### src/hdl/ndat_pkg.sv
`timescale 1ns / 1ps
`default_nettype none
package ndat_pkg;

    localparam int BLOCK_ENTRIES = 4096;
    localparam int PATCH_SLOTS   = 32;
    localparam int SLOT_W        = $clog2(PATCH_SLOTS);
    localparam int BLK_W         = 12;

    localparam logic [14:0] MAX_REQUEST  = 15'd16384;
    localparam logic [13:0] PAGE_BYTES   = 14'd8832;
    localparam logic [10:0] SECTOR_BYTES = 11'd1024;
    localparam logic [10:0] SECTOR_PITCH = 11'd1094;  // sector plus 70 bytes of ECC

    // request types
    localparam logic [1:0] REQ_WRITE     = 2'd0;
    localparam logic [1:0] REQ_INSTALL   = 2'd1;
    localparam logic [1:0] REQ_TRANSLATE = 2'd2;

    // result kinds
    localparam logic [2:0] KIND_ACK   = 3'd0;
    localparam logic [2:0] KIND_CHIP  = 3'd1;
    localparam logic [2:0] KIND_PATCH = 3'd2;
    localparam logic [2:0] KIND_ZERO  = 3'd3;
    localparam logic [2:0] KIND_END   = 3'd4;

    // ack status codes
    localparam logic [1:0] ACK_WRITTEN = 2'd0;
    localparam logic [1:0] ACK_KEPT    = 2'd1;
    localparam logic [1:0] ACK_FULL    = 2'd2;
    localparam logic [1:0] ACK_IGNORED = 2'd3;

    // config register index
    localparam logic REG_TABLE_SIZE = 1'b0;

    typedef enum logic [3:0] {
        ST_IDLE,
        ST_DISPATCH,
        ST_INS_SCAN,
        ST_CHUNK,
        ST_TBL_CHK,
        ST_PSCAN,
        ST_FORM,
        ST_EMIT
    } ndat_state_t;

    typedef struct packed {
        logic       load_in;
        logic       tbl_wr;
        logic       tbl_rd;
        logic       scan_clr;
        logic       scan_inc;
        logic       slot_wr;
        logic       out_ack;
        logic [1:0] ack_status;
        logic       out_end;
        logic       out_zero;
        logic       mul_patch;
        logic       mul_chip;
        logic       form_read;
        logic       advance;
    } ndat_cmd_t;

    typedef struct packed {
        logic [1:0] req_type;
        logic       sector_zero;
        logic       size_zero;
        logic       past_end;
        logic       mapped;
        logic       slot_match;
        logic       conf_gt;
        logic       slot_hit;
        logic       idx_last;
        logic       out_last;
    } ndat_sts_t;

endpackage
`default_nettype wire

### src/hdl/ndat_ctrl.sv
`timescale 1ns / 1ps
`default_nettype none
module ndat_ctrl (
    input  wire logic              aclk,
    input  wire logic              aresetn,
    input  wire logic              s_valid,
    output logic                   s_ready,
    output logic                   m_valid,
    input  wire logic              m_ready,
    input  wire ndat_pkg::ndat_sts_t sts,
    output ndat_pkg::ndat_cmd_t    cmd
);

    ndat_pkg::ndat_state_t state_reg, state_next;

    // state register
    always_ff @(posedge aclk) begin
        if (!aresetn) begin
            state_reg <= ndat_pkg::ST_IDLE;
        end else begin
            state_reg <= state_next;
        end
    end

    // next state
    always_comb begin
        state_next = state_reg;
        case (state_reg)
            ndat_pkg::ST_IDLE: begin
                if (s_valid) state_next = ndat_pkg::ST_DISPATCH;
            end
            ndat_pkg::ST_DISPATCH: begin
                case (sts.req_type)
                    ndat_pkg::REQ_WRITE: state_next = ndat_pkg::ST_EMIT;
                    ndat_pkg::REQ_INSTALL: begin
                        state_next = sts.sector_zero ? ndat_pkg::ST_EMIT
                                                     : ndat_pkg::ST_INS_SCAN;
                    end
                    ndat_pkg::REQ_TRANSLATE: begin
                        state_next = sts.size_zero ? ndat_pkg::ST_IDLE : ndat_pkg::ST_CHUNK;
                    end
                    default: state_next = ndat_pkg::ST_EMIT;
                endcase
            end
            ndat_pkg::ST_INS_SCAN: begin
                if (sts.slot_match || sts.idx_last) state_next = ndat_pkg::ST_EMIT;
            end
            ndat_pkg::ST_CHUNK: begin
                state_next = sts.past_end ? ndat_pkg::ST_EMIT : ndat_pkg::ST_TBL_CHK;
            end
            ndat_pkg::ST_TBL_CHK: begin
                state_next = sts.mapped ? ndat_pkg::ST_PSCAN : ndat_pkg::ST_EMIT;
            end
            ndat_pkg::ST_PSCAN: begin
                if (sts.slot_hit || sts.idx_last) state_next = ndat_pkg::ST_FORM;
            end
            ndat_pkg::ST_FORM: state_next = ndat_pkg::ST_EMIT;
            ndat_pkg::ST_EMIT: begin
                if (m_ready) begin
                    state_next = sts.out_last ? ndat_pkg::ST_IDLE : ndat_pkg::ST_CHUNK;
                end
            end
            default: state_next = ndat_pkg::ST_IDLE;
        endcase
    end

    // command outputs
    always_comb begin
        cmd = '0;
        s_ready = 1'b0;
        m_valid = 1'b0;
        case (state_reg)
            ndat_pkg::ST_IDLE: begin
                s_ready = 1'b1;
                cmd.load_in = s_valid;
            end
            ndat_pkg::ST_DISPATCH: begin
                case (sts.req_type)
                    ndat_pkg::REQ_WRITE: begin
                        cmd.tbl_wr = 1'b1;
                        cmd.out_ack = 1'b1;
                        cmd.ack_status = ndat_pkg::ACK_WRITTEN;
                    end
                    ndat_pkg::REQ_INSTALL: begin
                        cmd.scan_clr = 1'b1;
                        cmd.out_ack = sts.sector_zero;
                        cmd.ack_status = ndat_pkg::ACK_IGNORED;
                    end
                    ndat_pkg::REQ_TRANSLATE: begin
                    end
                    default: begin
                        cmd.out_ack = 1'b1;
                        cmd.ack_status = ndat_pkg::ACK_IGNORED;
                    end
                endcase
            end
            ndat_pkg::ST_INS_SCAN: begin
                if (sts.slot_match) begin
                    cmd.slot_wr = sts.conf_gt;
                    cmd.out_ack = 1'b1;
                    cmd.ack_status = sts.conf_gt ? ndat_pkg::ACK_WRITTEN : ndat_pkg::ACK_KEPT;
                end else if (sts.idx_last) begin
                    cmd.out_ack = 1'b1;
                    cmd.ack_status = ndat_pkg::ACK_FULL;
                end else begin
                    cmd.scan_inc = 1'b1;
                end
            end
            ndat_pkg::ST_CHUNK: begin
                cmd.out_end = sts.past_end;
                cmd.tbl_rd = !sts.past_end;
                cmd.scan_clr = 1'b1;
            end
            ndat_pkg::ST_TBL_CHK: begin
                cmd.out_zero = !sts.mapped;
            end
            ndat_pkg::ST_PSCAN: begin
                cmd.mul_patch = sts.slot_hit;
                cmd.mul_chip = !sts.slot_hit && sts.idx_last;
                cmd.scan_inc = !sts.slot_hit && !sts.idx_last;
            end
            ndat_pkg::ST_FORM: cmd.form_read = 1'b1;
            ndat_pkg::ST_EMIT: begin
                m_valid = 1'b1;
                cmd.advance = m_ready && !sts.out_last;
            end
            default: begin
            end
        endcase
    end

`ifndef SYNTHESIS
    a_scan_continues: assert property (@(posedge aclk) disable iff (!aresetn)
        (state_reg == ndat_pkg::ST_PSCAN && !sts.slot_hit && !sts.idx_last)
        |=> state_reg == ndat_pkg::ST_PSCAN)
        else $error("patch scan left early");
    a_form_to_emit: assert property (@(posedge aclk) disable iff (!aresetn)
        state_reg == ndat_pkg::ST_FORM |=> m_valid)
        else $error("formed read not presented");
    a_accept_dispatch: assert property (@(posedge aclk) disable iff (!aresetn)
        (s_valid && s_ready) |=> state_reg == ndat_pkg::ST_DISPATCH)
        else $error("accepted transaction not dispatched");
    a_one_load: assert property (@(posedge aclk) disable iff (!aresetn)
        $onehot0({cmd.out_ack, cmd.out_end, cmd.out_zero, cmd.form_read}))
        else $error("multiple result loads");
`endif

endmodule
`default_nettype wire

### config.mk
export PLATFORM = sky130hd
export DESIGN_NAME = ndat_ctrl
export DESIGN_NICKNAME = d
export VERILOG_FILES = /design/src/hdl/ndat_pkg.sv /design/src/hdl/ndat_ctrl.sv
export SDC_FILE = /design/constraint.sdc
export NUM_CORES = 1
export LEC_CHECK = 0
export BUFFER_PORTS_ARGS = -buffer_cell sky130_fd_sc_hd__buf_2
export CAP_MARGIN = 20
export CORE_AREA = 2 2 45 47
export CTS_CLUSTER_DIAMETER = 150
export DETAILED_ROUTE_END_ITERATION = 8
export DIE_AREA = 0 0 47 49
export PLACE_DENSITY = 0.53
export SLEW_MARGIN = 40
export SYNTH_ARGS = -nofsm -noshare
export SYNTH_HDL_FRONTEND = slang
export SYNTH_SLANG_ARGS = --single-unit
### constraint.sdc
create_clock -name aclk -period 3.61 [get_ports aclk]
set_clock_uncertainty 0.2 [all_clocks]
set_input_delay 0.722 -clock aclk [delete_from_list [all_inputs] [get_ports aclk]]
set_output_delay 0.722 -clock aclk [all_outputs]
set_load 0.01 [all_outputs]
==> key figures <==
Outcome
  – Status: completed

Global route
  – Pin count of the biggest net entering global routing: 19
  – Global-route wire length before repair: a little over 2000 um
  – Total global routing overflow: 0
  – Vias in the first global route: between 500 and 600
  – Global Route Usage Sum: 11.6%
  – Initial antenna violation count: 0

Setup path
  – Crit path kind: in2out
  – Crit. End Element: output pin
  – Max Fanout on Critical Path: 5
  – Worst path arrival time: 1.79 ns
  – Crit start category: primary input
  – CP required: 2.69 ns

Synthesis
  – FFs w/ async S/R, synth: 0%
  – Sequential area share after synthesis: 11.9%
  – Share of the synthesized area in the top cell type: between 10% and 20%
  – Yosys reg bits: 3
  – Post-synth EDFFs: 0
  – Ys Warns: 0
  – Post-Synthesis Net Count: 91
  – Main flop type after synthesis: dfxtp_1
  – Mapped cell area: ~510 um2
  – Count of cell types in the netlist: 39
  – Yosys top cell by area: dfxtp_1
  – Synthesized netlist cell count: between 70 and 80
  – Avg Synthesized Cell Area: approximately 7 um2
  – Area contributors post-synth: dfxtp_1, ha_1, a21oi_1, nor2_1, inv_1

Floorplanning
  – Die ar.: ~2300 um2
  – Die width: between 40 and 50 um
  – Row count: 16
  – Die Y: 49 um
  – IO Pins: 32
  – Core footprint: 1840 um2
  – Initial Utilization: a little over a quarter

Route
  – Vias: around 610
  – Detailed Routing Iterations Pass 1: 1
  – DRT antenna net count: 0
  – WL/cell: 9.76 um
  – DR vias/cell: ~4.7
  – DRC Markers: 0
  – Final WL: about 1300 um
  – Initial DRC count: 0

Cells and area
  – Number of flip-flops in the largest register: 3
  – Synth-to-Final Area Change: 40.1%
  – Storage cell area: 60.1 um2
  – Share of cells above drive strength 1: between 30% and 40%
  – Multi-input gate area: slightly above 400 um2
  – Final nets: about 120
  – Non-Filler Instances: roughly 130
  – Finished Cell Area: between 700 and 800 um2
  – Fillers: about 220
  – Most common cell after layout, fill and taps aside: buf_2
  – Most frequent cells in the layout: buf_2, nor2_1, a21oi_1, inv_1
  – Diodes inserted: 0

Timing
  – Max Fclk: approximately 370 MHz
  – Setup Total Neg Slack: 0 ns
  – Setup-failing EPs final: 0
  – Slew HR: 66.5%
  – Least-Margin Pin Slew: between 0.5 and 0.6 ns
  – Hold Vio Cnt, Final: 0
  – Slew Limit Fails: 0
  – RSZ-0062 raised after global routing: no
  – Final worst-path cycle share: 75.1%
  – Minimum clock period: 2.71 ns

CTS
  – H-Tree Depth: 1
  – CTS Sinks: 3
  – Reg clk slew, reported paths: around 0.030 ns
  – CTS Buf Count: 3
  – # resized after CTS: 0
  – Bufs on Longest Clock Path: 2
  – Clk_lat worst skew: 0.22 ns
  – Postcts setup bufs: 0
  – Root Buffer: clkbuf_4
  – Hold-fix buffers at CTS: 0
  – CTS tree: done

Placed design
  – GP Congestion: approximately 0.71
  – Cells after DPL: approximately 130
  – HPWL after DPL: between 1000 and 1500 um
  – Port bufs: 31
  – Post-DP Area: between 600 and 700 um2

Run
  – Max-cap violations: 0

Power
  – Power per cell area: 552 nW/um2
  – Leakage power: between 0.3 and 0.4 nW
  – Worst IR drop on VDD: 340 uV

Hold path
  – Min-Delay Path Class: reg2reg
==> path summary, 6_finish.rpt <==
kind           startpoint      endpoint  slack (ns)  cells after the start
max               sts[10]        cmd[7]        0.90                      7
min          state_reg[0]  state_reg[0]        0.48                      1
max reg2reg  state_reg[2]  state_reg[1]        1.70                      4
min reg2reg  state_reg[0]  state_reg[0]        0.48                      1
==> critical path: stages <==
cell,delay [ns]
buf_2,0.11
inv_1,0.07
ha_1,0.21
nor2_1,0.07
or3_1,0.33
a21oi_1,0.13
buf_2,0.15
==> area by class of cell <==
type / instances / share of cell area (%)
Multi-Input combinational cell: 59 / 57.4
Timing Repair Buffer: 31 / 21.9
Sequential cell: 3 / 8.48
Tap cell: 27 / 4.77
Clock buffer: 4 / 3.71
Inverter: 7 / 3.71
==> kinds of logic after synthesis <==
| kind of cell | share of synthesized area, % |
|---|---|
| buffers and inverters | 7.67 |
| AOI/OAI and AO/OA | 30.7 |
| DFF | 11.9 |
| and+or+nand+nor | 39.9 |
| adders and majority gates | 9.90 |
==> synthesized netlist by cell type (2+ instances only) <==
cell type  number
a21oi_1         6
nor2_1          6
inv_1           5
ha_1            4
nand2_1         4
dfxtp_1         3
or3_1           3
and2_1          2
clkbuf_1        2
inv_2           2
nand2b_1        2
nand3_1         2
nand3b_1        2
nor3_1          2
o211ai_1        2
o21ai_0         2
==> power breakdown <==
| group | leakage [nW] | switching [mW] | internal, mW | total (mW) |
|---|---|---|---|---|
| sequential | 0.0251 | 0.0583 | 0.0488 | 0.107 |
| combinational | 0.335 | 0.113 | 0.115 | 0.229 |
| clock | 0.0150 | 0.0142 | 0.0412 | 0.0554 |
| total | 0.375 | 0.186 | 0.205 | 0.391 |
==> per-layer routing <==
metal	global-route usage (%)	wire length (um)
met5	0	0
met4	4.17	0
met3	1.11	60
met2	18.7	625
met1	15.4	591
==> per-stage QoR <==
step           util, %  power [mW]  setup slack [ns]  hold slack [ns]
2_1_floorplan        -       0.263              1.12            0.394
3_3_place_gp      37.0       0.340             0.929            0.495
3_5_place_dp      37.0       0.339             0.892            0.480
4_1_cts           38.5       0.397             0.891            0.486
5_1_grt           38.5       0.432             0.806            0.550
6_report          38.5       0.391             0.900            0.478
Note: power is estimated with default switching activity, not from simulation.
